`src/rtl/vdes_pkg.sv`:
```
// ----------------------------------------------------------------------------
// vdes_pkg - drive-enable sequencer shared definitions
// State codes, kick codes, register indexes and the field layout of the
// input and result transfers.
// ----------------------------------------------------------------------------
package vdes_pkg;

    // Sequencer states
    typedef enum logic [2:0] {
        ST_STARTUP  = 3'd0,
        ST_TS_OFF   = 3'd1,
        ST_TS_ON    = 3'd2,
        ST_ENABLING = 3'd3,
        ST_BUZZER   = 3'd4,
        ST_READY    = 3'd5
    } state_t;

    // Inverter kick command codes
    typedef enum logic [1:0] {
        KICK_NONE    = 2'd0,
        KICK_DISABLE = 2'd1,
        KICK_ENABLE  = 2'd2
    } kick_t;

    localparam int CfgIndexWidth = 2;
    localparam int CfgDataWidth  = 16;

    // Configuration register indexes; other indexes are ignored
    localparam logic [CfgIndexWidth-1:0] REG_OC_THRESHOLD  = 2'd0;
    localparam logic [CfgIndexWidth-1:0] REG_BUZZER_DURATN = 2'd1;

    localparam int ThresholdWidth = 13;
    localparam int DurationWidth  = 16;
    localparam int ElapsedWidth   = 8;
    localparam int CurrentWidth   = 16;
    localparam int ProductWidth   = 17;

    localparam logic [ThresholdWidth-1:0] OcThresholdReset = 13'd100;
    localparam logic [DurationWidth-1:0]  BuzzerDurReset   = 16'd2000;
    localparam logic [3:0]                CurrentScale     = 4'd10;

    localparam int InDataWidth  = 40;
    localparam int OutDataWidth = 16;

    // Input tdata bit positions
    localparam int InTsActive    = 0;
    localparam int InPcOk        = 1;
    localparam int InPcTimedOut  = 2;
    localparam int InPcTried     = 3;
    localparam int InStartButton = 4;
    localparam int InBrake       = 5;
    localparam int InInvReady    = 6;
    localparam int InInvDisabled = 7;
    localparam int InInvTimeout  = 8;
    localparam int InElapsedLo   = 9;
    localparam int InCurrentLo   = 17;

    // Result fields
    typedef struct packed {
        logic   overcurrent;
        logic   inverter_startup;
        logic   force_discharge;
        logic   fault_clear;
        logic   precharge_reset;
        logic   precharge_start;
        kick_t  kick_command;
        logic   lowside_on;
        logic   buzzer_on;
        logic   state_changed;
        state_t vehicle_state;
    } result_t;

endpackage

```
`src/rtl/vehicle_drive_enable_sequencer_core.sv`:
```
// ----------------------------------------------------------------------------
// vehicle_drive_enable_sequencer_core - drive-enable state sequencer
// Runs the six-state drive-enable sequence, one control-loop pass per
// input transfer, and emits state, action pulses and an overcurrent flag.
// ----------------------------------------------------------------------------
// Usage:
//   Input stream (s_*): one transfer per control-loop pass carrying the
//   tractive-system, precharge, inverter, brake and start-button flags,
//   the milliseconds since the last pass and the accumulator current.
//   Output stream (m_*): one result transfer per input transfer with the
//   new state, the state-change flag, buzzer and low-side levels, the
//   kick command, the one-pass action pulses and the overcurrent flag.
//   Config port: cfg_wr_en / cfg_index / cfg_data; index 0 sets the
//   overcurrent threshold, index 1 the buzzer duration in ms. Write only
//   while no transfer is in flight.
//   The result register is loaded on the edge that takes the input. One
//   pass is taken per cycle while the receiver takes each result; the state
//   machine and buzzer timer are updated in that same edge.
//   Reset puts the sequencer in startup, clears the buzzer timer, loads
//   the register defaults and empties the result register.
//   When the receiver stalls the result is held and s_tready drops until
//   the result is taken; a new input is accepted in the cycle it is taken.
// ----------------------------------------------------------------------------
module vehicle_drive_enable_sequencer_core
(
    input  logic        clk,
    input  logic        rst_n,

    // Input stream
    input  logic        s_tvalid,
    output logic        s_tready,
    // s_tdata, lowest bit first: ts_active, precharge_ok, precharge_timed_out,
    // precharge_tried, start_button, brake_active, inverter_ready,
    // inverter_disabled, inverter_enable_timeout, elapsed_ms[7:0],
    // accumulator_current[15:0], zero padding[6:0]
    input  logic [vdes_pkg::InDataWidth-1:0]  s_tdata,

    // Result stream
    output logic        m_tvalid,
    input  logic        m_tready,
    // m_tdata, lowest bit first: vehicle_state[2:0], state_changed,
    // buzzer_on, lowside_on, kick_command[1:0], precharge_start,
    // precharge_reset, fault_clear, force_discharge, inverter_startup,
    // overcurrent, zero padding[1:0]
    output logic [vdes_pkg::OutDataWidth-1:0] m_tdata,

    // Configuration writes
    input  logic        cfg_wr_en,
    input  logic [vdes_pkg::CfgIndexWidth-1:0] cfg_index,
    input  logic [vdes_pkg::CfgDataWidth-1:0]  cfg_data
);

    logic [vdes_pkg::ThresholdWidth-1:0] oc_threshold_reg;
    logic [vdes_pkg::DurationWidth-1:0]  buzzer_dur_reg;
    vdes_pkg::state_t                    state_reg;
    vdes_pkg::state_t                    state_next;
    logic [vdes_pkg::DurationWidth-1:0]  buzzer_elapsed_reg;
    logic [vdes_pkg::DurationWidth-1:0]  buzzer_elapsed_next;
    logic                                m_tvalid_reg;
    vdes_pkg::result_t                   result_reg;
    vdes_pkg::result_t                   result_next;

    logic                                accept;
    logic                                ts, pc_ok, pc_to, pc_tried;
    logic                                start_pressed, brake;
    logic                                inv_ready, inv_disabled, inv_timeout;
    logic [vdes_pkg::ElapsedWidth-1:0]   elapsed_ms;
    logic [vdes_pkg::CurrentWidth-1:0]   current;
    logic [vdes_pkg::DurationWidth:0]    buzzer_sum;
    logic [vdes_pkg::DurationWidth-1:0]  buzzer_sat;
    logic [vdes_pkg::ProductWidth-1:0]   oc_limit;
    vdes_pkg::kick_t                     kick;
    logic                                pc_start;
    logic                                changed;

    assign accept   = s_tvalid && s_tready;
    assign s_tready = !m_tvalid_reg || m_tready;
    assign m_tvalid = m_tvalid_reg;
    assign m_tdata  = {2'b00, result_reg};

    // Input field unpacking
    assign ts            = s_tdata[vdes_pkg::InTsActive];
    assign pc_ok         = s_tdata[vdes_pkg::InPcOk];
    assign pc_to         = s_tdata[vdes_pkg::InPcTimedOut];
    assign pc_tried      = s_tdata[vdes_pkg::InPcTried];
    assign start_pressed = !s_tdata[vdes_pkg::InStartButton];
    assign brake         = s_tdata[vdes_pkg::InBrake];
    assign inv_ready     = s_tdata[vdes_pkg::InInvReady];
    assign inv_disabled  = s_tdata[vdes_pkg::InInvDisabled];
    assign inv_timeout   = s_tdata[vdes_pkg::InInvTimeout];
    assign elapsed_ms    = s_tdata[vdes_pkg::InElapsedLo +: vdes_pkg::ElapsedWidth];
    assign current       = s_tdata[vdes_pkg::InCurrentLo +: vdes_pkg::CurrentWidth];

    // Buzzer timer: add this pass's time, saturate at full scale
    assign buzzer_sum = {1'b0, buzzer_elapsed_reg}
                      + {{(vdes_pkg::DurationWidth-vdes_pkg::ElapsedWidth+1){1'b0}}, elapsed_ms};
    assign buzzer_sat = buzzer_sum[vdes_pkg::DurationWidth] ? '1
                      : buzzer_sum[vdes_pkg::DurationWidth-1:0];

    // Overcurrent limit = threshold * 10, at full product width
    assign oc_limit = vdes_pkg::ProductWidth'(oc_threshold_reg)
                    * vdes_pkg::ProductWidth'(vdes_pkg::CurrentScale);

    // Configuration registers
    always_ff @(posedge clk or negedge rst_n)
    begin
        if (!rst_n)
        begin
            oc_threshold_reg <= vdes_pkg::OcThresholdReset;
            buzzer_dur_reg   <= vdes_pkg::BuzzerDurReset;
        end
        else if (cfg_wr_en)
        begin
            unique case (cfg_index)
                vdes_pkg::REG_OC_THRESHOLD:
                    oc_threshold_reg <= cfg_data[vdes_pkg::ThresholdWidth-1:0];
                vdes_pkg::REG_BUZZER_DURATN:
                    buzzer_dur_reg   <= cfg_data;
                default: ;
            endcase
        end
    end

    // State, timer and result registers
    always_ff @(posedge clk or negedge rst_n)
    begin
        if (!rst_n)
        begin
            state_reg          <= vdes_pkg::ST_STARTUP;
            buzzer_elapsed_reg <= '0;
            m_tvalid_reg       <= 1'b0;
        end
        else
        begin
            if (accept)
            begin
                state_reg          <= state_next;
                buzzer_elapsed_reg <= buzzer_elapsed_next;
            end
            if (s_tready)
                m_tvalid_reg <= s_tvalid;
        end
    end

    always_ff @(posedge clk)
    begin
        if (accept)
            result_reg <= result_next;
    end

    // Next state, timer and kick command for this pass
    always_comb
    begin
        state_next          = state_reg;
        buzzer_elapsed_next = buzzer_elapsed_reg;
        kick                = vdes_pkg::KICK_NONE;
        pc_start            = 1'b0;
        unique case (state_reg)
            vdes_pkg::ST_TS_OFF:
            begin
                kick     = vdes_pkg::KICK_DISABLE;
                pc_start = !pc_tried || (pc_to && !pc_ok);
                if (pc_ok && !pc_to && ts)
                    state_next = vdes_pkg::ST_TS_ON;
            end
            vdes_pkg::ST_TS_ON:
            begin
                kick = vdes_pkg::KICK_DISABLE;
                // a fault exit wins over the start request
                if (!ts || pc_to)
                    state_next = vdes_pkg::ST_TS_OFF;
                else if (start_pressed && brake)
                    state_next = vdes_pkg::ST_ENABLING;
            end
            vdes_pkg::ST_ENABLING:
            begin
                kick = vdes_pkg::KICK_ENABLE;
                if (!ts || pc_to)
                    state_next = vdes_pkg::ST_TS_OFF;
                else if (inv_timeout)
                    state_next = vdes_pkg::ST_TS_ON;
                else if (inv_ready)
                    state_next = vdes_pkg::ST_BUZZER;
            end
            vdes_pkg::ST_BUZZER:
            begin
                kick                = vdes_pkg::KICK_ENABLE;
                buzzer_elapsed_next = buzzer_sat;
                if (!ts)
                    state_next = vdes_pkg::ST_TS_OFF;
                else if (inv_disabled)
                    state_next = vdes_pkg::ST_TS_ON;
                else if (buzzer_sat >= buzzer_dur_reg)
                    state_next = vdes_pkg::ST_READY;
            end
            vdes_pkg::ST_READY:
            begin
                if (!ts)
                    state_next = vdes_pkg::ST_TS_OFF;
                else if (inv_disabled)
                    state_next = vdes_pkg::ST_TS_ON;
                else if (pc_to)
                    state_next = vdes_pkg::ST_TS_OFF;
            end
            default:
                // startup, and unused codes behave the same
                state_next = vdes_pkg::ST_TS_OFF;
        endcase

        changed = (state_next != state_reg);
        // timer restarts on entry to the buzzer state
        if (changed && state_next == vdes_pkg::ST_BUZZER)
            buzzer_elapsed_next = '0;

        result_next.vehicle_state    = state_next;
        result_next.state_changed    = changed;
        result_next.buzzer_on        = (state_next == vdes_pkg::ST_BUZZER);
        result_next.lowside_on       = (state_next == vdes_pkg::ST_READY);
        result_next.kick_command     = kick;
        result_next.precharge_start  = pc_start;
        result_next.precharge_reset  = changed && (state_reg == vdes_pkg::ST_TS_ON
                                                || state_reg == vdes_pkg::ST_READY);
        result_next.fault_clear      = changed && (state_reg == vdes_pkg::ST_TS_OFF
                                                || state_next == vdes_pkg::ST_ENABLING);
        result_next.force_discharge  = changed && (state_next == vdes_pkg::ST_TS_OFF);
        result_next.inverter_startup = changed && (state_next == vdes_pkg::ST_ENABLING);
        result_next.overcurrent      = ({1'b0, current} > oc_limit);
    end

    // Checks
    a_state_matches_result: assert property (@(posedge clk) disable iff (!rst_n)
        $past(accept) |-> (result_reg.vehicle_state == state_reg))
        else $error("result state differs from state register");

    a_discharge_entry: assert property (@(posedge clk) disable iff (!rst_n)
        (m_tvalid_reg && result_reg.force_discharge) |->
        (result_reg.state_changed && result_reg.vehicle_state == vdes_pkg::ST_TS_OFF))
        else $error("discharge pulse without entry to TS inactive");

    a_startup_clears_fault: assert property (@(posedge clk) disable iff (!rst_n)
        (m_tvalid_reg && result_reg.inverter_startup) |-> result_reg.fault_clear)
        else $error("inverter startup without fault clear");

    a_timer_holds_on_idle: assert property (@(posedge clk) disable iff (!rst_n)
        !$past(accept) |-> ($stable(buzzer_elapsed_reg) && $stable(state_reg)))
        else $error("sequencer state moved without a transfer");

endmodule

```
`config.mk`:
```
export PLATFORM = sky130hd
export DESIGN_NAME = vehicle_drive_enable_sequencer_core
export DESIGN_NICKNAME = d
export VERILOG_FILES = /design/src/rtl/vdes_pkg.sv /design/src/rtl/vehicle_drive_enable_sequencer_core.sv
export SDC_FILE = /design/constraint.sdc
export NUM_CORES = 1
export LEC_CHECK = 0
export ABC_AREA = 1
export BUFFER_PORTS_ARGS = -buffer_cell sky130_fd_sc_hd__clkbuf_2
export CAP_MARGIN = 5
export CORE_ASPECT_RATIO = 0.6
export CORE_MARGIN = 2
export CORE_UTILIZATION = 25
export CTS_BUF_LIST = sky130_fd_sc_hd__clkbuf_8 sky130_fd_sc_hd__clkbuf_16
export DETAILED_ROUTE_END_ITERATION = 16
export GPL_TIMING_DRIVEN = 0
export HOLD_SLACK_MARGIN = 0.03
export SLEW_MARGIN = 20
export SYNTH_ARGS = -nofsm -noshare
export SYNTH_HDL_FRONTEND = slang
export SYNTH_SLANG_ARGS = --single-unit
```
`constraint.sdc`:
```
create_clock -name clk -period 6.75 [get_ports clk]
set_clock_uncertainty 0.15 [all_clocks]
set_input_delay 1.35 -clock clk [delete_from_list [all_inputs] [get_ports clk]]
set_output_delay 1.35 -clock clk [all_outputs]
set_load 0.01 [all_outputs]
```
==> run_results.csv, run 1 <==
group,metric,value,unit
setup_path,slowest_delay,0.28,ns
clocking,cts-resized-gates,0,
place,numPortBuffers,71,
floorplanning,die_w,182.3,µm
clocking,cts.sink_count,63,
synth,yosysTopAreaCellShare,0.2100,
sta,hold_violations,0,
power,power_density,306.1,mW/mm²
route,avgViaCountPerCell,4.457,
clocking,cts.clk_slew.worst_paths,0.06,ns
clocking,postCtsHoldBufs,0,
setup_path,worstPathBufferInverterCount,4,
sta,tightest_slew,0.7937,ns
sta,setup_tns,0,ns
cells_and_area,fin_area,0.005761,mm²
floorplanning,ioPinCount,81,
global_route,antenna_found_initial,0,
floorplanning,design.core.area,0.01884,mm²
flow_run,cap_violations,0,
clocking,clock_latency,0.33,ns
sta,setup_viol_count_final,0,
synth,syn_avg_cell_area,7.664,µm²
clocking,cts_root_buffer,"clkbuf_16",
setup_path,critPathLaunchType,"primary input",
clocking,cts_buffers,9,
setup_path,cp_slowest_cell,"ha_1",
floorplanning,dieArea,0.02022,mm²
route,drt_iter0_markers,348,
place,pre_cts_slack,1.834,ns
power,p_leak,0.003059,µW
cells_and_area,final_nets,831,
setup_path,r2r_slack,2.93,ns
sta,rsz0062_at_grt,"false",
synth,synth_top_flop_cell,"dfrtp_1",
clocking,cts_setup_buffers,0,
cells_and_area,drive_gt1_frac,0.1859,
setup_path,path_max_fanout,10,
global_route,grt_start_max_net_pins,50,
sta,finalCriticalPeriod,4.617,ns
setup_path,cp-end-kind,"register",
route,finalWirelength,12610,µm
sta,slew_viol_final,0,
sta,slew_headroom,0.4703,
route,dr.pass1.iters,7,
synth,yosysTopAreaCell,"dfrtp_1",
synth,ys_types,41,
cells_and_area,fin_util,0.3058,
clocking,cts_max_level,3,
worst_hold_path,hold_class,"reg2reg",
route,vias,4261,
sta,layout_setup_ws,2.133,ns
cells_and_area,fillers,2018,
synth,ys_top_cells_by_area,"dfrtp_1 (21%), ha_1 (16%), nand2_1 (12%)",
cells_and_area,syn_to_final_growth,20.84,%
setup_path,crit_top_cell,"nand2_1",
global_route,track_usage,0.1318,
floorplanning,start_util,0.2531,
clocking,cts_buffer_depth,2,
sta,fmax,216.6,MHz
cells_and_area,fin_cells,956,
global_route,grt_first_pass_wirelength,20910,µm
global_route,overflow,0,
route,postRouteAntennaNets,0,
power,peakVddDrop,0.1707,mV
route,drc,0,
global_route,grt_pass1_vias,4012,
synth,async_reset_ff_frac,0.7778,
status,status,"finished clean",
setup_path,crit_family,"simple AND/OR/NAND/NOR gates",
synth,syn_area,0.004767,mm²
floorplanning,fp-row-count,39,
clocking,cts_tree,"done",
sta,finalCritPeriodShare,0.6841,
setup_path,cp_data_arrival_time,4.54,ns
place,dp_cells,940,
synth,synth.ff_latch_count,63,
setup_path,crit_type,"in2reg",
place,dp_hpwl,10020,µm
cells_and_area,diodes,0,
synth,synth-edff-count,14,
synth,ys_seq_area_frac,0.3478,
place,routabilityCongestion,0.8430,
setup_path,crit_required,6.67,ns
synth,synth_cells,622,
synth,yosys_warnings,0,
floorplanning,dieHeight,111.0,µm
route,wl_per_cell,13.19,µm
place,placedInstanceArea,0.005436,mm²
power by group:
part	switching [µW]	total (µW)	leakage, µW	internal (µW)
registers	51.4	523	0.000731	472
logic	458	742	0.00217	284
clock network	185	498	0.000159	313
total	695	1760	0.00306	1070
cell type report:
class | instances | area, µm² | area share
buffer | 12 | 65.06 | 0.01129
clock buffer | 10 | 250.2 | 0.04344
clock inverter | 6 | 73.82 | 0.01281
inverter | 105 | 394.1 | 0.06842
multi-input combinational | 443 | 2654 | 0.4607
sequential | 63 | 1658 | 0.2878
tap | 246 | 307.8 | 0.05343
timing repair buffer | 71 | 357.8 | 0.06212
final timing paths:
check,start,endpoint,cells after the start
worst min register to register,buzzer_elapsed_reg[6],buzzer_elapsed_reg[6],2
max in group asynchronous,rst_n,oc_threshold_reg[8],1
worst min-delay path,buzzer_elapsed_reg[6],buzzer_elapsed_reg[6],2
min in group asynchronous,rst_n,buzzer_elapsed_reg[6],1
worst max-delay path,s_tdata[9],m_tdata[3],26
worst max register to register,buzzer_elapsed_reg[0],m_tdata[3],24
worst register-to-register path: cells and delay by family (launching register included):
| family | cells | cell delay, ns |
|---|---|---|
| flip-flops | 1 | 0.39 |
| AND/OR/NAND/NOR | 17 | 1.65 |
| buffers and inverters | 2 | 0.25 |
| adder cells (fa/ha/maj) | 3 | 0.92 |
| AO/OA/AOI/OAI | 2 | 0.22 |
logic make-up after synthesis:
kind of cell | count (synthesis) | synth area share
compound gates | 99 | 0.1115
flops | 63 | 0.3478
buf+inv | 117 | 0.09633
fa+ha+maj | 63 | 0.1685
other cells | 1 | 0.0007866
xor+xnor | 15 | 0.02756
simple gates | 264 | 0.2475
per-stage QoR:
| stage | hold WS [ns] | power (µW) |
|---|---|---|
| floorplan | 0.2994 | 1056 |
| global placement | 0.3184 | 1250 |
| detailed placement | 0.3245 | 1263 |
| CTS | 0.3403 | 1774 |
| global route | 0.3571 | 1925 |
| finish | 0.3354 | 1763 |
layout by cell type, fill, tap and decap left out, types with 9 or more instances in the layout:
master / count
a21oi_1: 38
clkbuf_16: 10
dfstp_2: 9
nor2_1: 30
nand2_2: 9
o21ai_0: 48
clkbuf_2: 70
xor2_1: 13
inv_1: 100
nand4_1: 11
ha_1: 61
nand3_1: 44
dfrtp_1: 40
nand2_1: 148
edfxtp_1: 14
Yosys cell counts (3+ instances only):
library cell	number
nand2_2	9
ha_1	61
nor2_2	3
o21ai_0	48
inv_1	100
dfrtp_1	40
a21oi_1	38
inv_2	5
nor2_1	30
nand2_1	148
dfstp_2	9
nand3_2	4
nand3_1	44
edfxtp_1	14
nor3_1	6
o21ai_2	3
xor2_1	13
clkbuf_1	5
nand4_1	11
buf_2	4
metal layers:
metal / global-route usage / share of wire / up-vias
met5: 0 / 0 / -
met1: 0.2179 / 0.59 / 1947
li1: - / - / 2204
met3: 0.03384 / 0.053 / 10
met2: 0.1639 / 0.35 / 100
met4: 0.02742 / 0.010 / 0
Power figures use the tool's default switching activity.
==> inputs of run 2 (changes only) <==
==> constraint.sdc (replaced) <==
create_clock -name clk -period 4.3 [get_ports clk]
set_clock_uncertainty 0.15 [all_clocks]
set_input_delay 0.86 -clock clk [delete_from_list [all_inputs] [get_ports clk]]
set_output_delay 0.86 -clock clk [all_outputs]
set_load 0.01 [all_outputs]
==> run_results.csv, run 2 (synthesis results as in run 1) <==
group,metric,value,unit
status,status,"finished clean",
clocking,cts_buffer_depth,2,
cells_and_area,syn_to_final_growth,22.91,%
clocking,postCtsHoldBufs,0,
route,drc,0,
global_route,grt_start_max_net_pins,50,
sta,finalCriticalPeriod,4.045,ns
setup_path,cp_data_arrival_time,3.97,ns
setup_path,r2r_slack,0.53,ns
setup_path,path_max_fanout,10,
clocking,cts_max_level,3,
global_route,grt_pass1_vias,4012,
floorplanning,fp-row-count,39,
place,dp_hpwl,10020,µm
sta,layout_setup_ws,0.2552,ns
place,routabilityCongestion,0.8430,
setup_path,reg2regPathDepth,26,
floorplanning,die_w,182.3,µm
setup_path,crit_type,"in2reg",
cells_and_area,regArea,0.001658,mm²
sta,whs,0.3367,ns
global_route,grt_first_pass_wirelength,20910,µm
clocking,cts.sink_count,63,
cells_and_area,fillers,2009,
floorplanning,dieArea,0.02022,mm²
sta,tightest_slew,0.7879,ns
global_route,overflow,0,
setup_path,reg2reg_to,"m_tdata[3]",
floorplanning,dieHeight,111.0,µm
sta,finalCritPeriodShare,0.9406,
route,avgViaCountPerCell,4.450,
floorplanning,start_util,0.2531,
setup_path,crit_required,4.22,ns
clocking,cts_tree,"done",
sta,hold_violations,0,
cells_and_area,drive_gt1_frac,0.2003,
route,drt_iter0_markers,308,
floorplanning,design.core.area,0.01884,mm²
setup_path,crit_path_start,"s_tdata[9]",
floorplanning,ioPinCount,81,
setup_path,critPathLaunchType,"primary input",
cells_and_area,multiInputGateArea,0.002714,mm²
setup_path,r2r_start,"buzzer_elapsed_reg[0]",
route,vias,4272,
power,power_density,477.8,mW/mm²
sta,slew_viol_final,0,
clocking,clock_latency,0.33,ns
sta,slew_headroom,0.4741,
setup_path,cp-end-kind,"register",
route,dr.pass1.iters,5,
power,peakVddDrop,0.2689,mV
sta,setup_viol_count_final,0,
place,numPortBuffers,71,
cells_and_area,final_nets,835,
clocking,cts_buffers,9,
cells_and_area,diodes,0,
clocking,cts_root_buffer,"clkbuf_16",
sta,fmax,247.2,MHz
power,p_leak,0.003095,µW
cells_and_area,mostFrequentLayoutCells,"nand2_1 (145), inv_1 (100), clkbuf_2 (70)",
route,postRouteAntennaNets,0,
setup_path,cp-endpoint,"m_tdata[3]",
place,pre_cts_slack,-0.1260,ns
flow_run,cap_violations,0,
cells_and_area,layout_commonest_cell,"nand2_1",
route,finalWirelength,12690,µm
route,wl_per_cell,13.22,µm
worst_hold_path,hold_class,"reg2reg",
power,power,2800,µW
global_route,track_usage,0.1318,
clocking,cts.clk_slew.worst_paths,0.06,ns
global_route,antenna_found_initial,0,
-- run 2: cell count changes in the layout (fill, tap and decap cells not counted), moves of 2 or more --
cell and change:
nand2_1 -3, nand2_4 +4, nand3_1 -2, buf_4 +4
-- run 2: how the worst min path moves through the flow --
stage,start,end,cells after the start
2_1_floorplan,buzzer_elapsed_reg[15],buzzer_elapsed_reg[15],2
3_3_place_gp,buzzer_elapsed_reg[15],buzzer_elapsed_reg[15],2
3_5_place_dp,buzzer_dur_reg[12],buzzer_dur_reg[12],2
4_1_cts,buzzer_dur_reg[12],buzzer_dur_reg[12],2
5_1_grt,buzzer_dur_reg[12],buzzer_dur_reg[12],2
6_report,buzzer_elapsed_reg[6],buzzer_elapsed_reg[6],2
-- run 2: what timing repair did --
action	4_1_cts	5_1_grt
setup buffers	0	4
gates resized for setup	0	15
endpoints found under the setup margin	0	3
-- run 2: metal layers --
| metal | wire length, µm | share of wire | vias up | global-route usage |
|---|---|---|---|---|
| li1 | - | - | 2207 | - |
| met1 | 7282 | 0.57 | 1942 | 0.2179 |
| met2 | 4426 | 0.35 | 113 | 0.1639 |
| met3 | 851 | 0.067 | 10 | 0.03384 |
| met4 | 129 | 0.010 | 0 | 0.02742 |
| met5 | 0 | 0 | - | 0 |
-- run 2: final cells by class --
class	instances	share of cell area
multi-input combinational	443	0.4632
tap	246	0.05253
sequential	63	0.2829
inverter	105	0.06726
clock inverter	6	0.01260
buffer	12	0.01260
timing repair buffer	75	0.06620
clock buffer	10	0.04271
-- run 2: metrics by stage --
stage | cell area, µm² | util | TNS (ns) | instances
2_1_floorplan | 4771 | - | 0 | 623
3_3_place_gp | 5434 | 0.2885 | -0.2624 | 940
3_5_place_dp | 5436 | 0.2886 | -0.3530 | 940
4_1_cts | 5761 | 0.3058 | 0 | 956
5_1_grt | 5859 | 0.3111 | -0.04972 | 960
6_report | 5859 | 0.3111 | 0 | 960
-- run 2: critical path, cell delays in order --
cell and delay [ns]:
clkbuf_2 0.15, ha_4 0.16, fa_2 0.20, nand2_1 0.09, o21ai_2 0.17, nand2_1 0.08, nand2_2 0.09, nand2_2 0.09
nor3_4 0.29, nand3_4 0.13, buf_12 0.18, nand2_2 0.09, inv_1 0.05, ha_1 0.27, nand4_1 0.10, nor2_1 0.10
nor2_1 0.04, nand2_1 0.06, nand2_1 0.08, nand3_1 0.07, nand2_1 0.05, nand2_1 0.12, nand2_2 0.09, nand2_1 0.08
nand2_1 0.06, nor2_2 0.14, inv_1 0.06
-- run 2: where the power goes --
group	internal, µW	switching, µW	total (µW)
Sequential	741	81.6	822
Clock	491	291	782
Combinational	463	732	1200
Total	1690	1100	2800
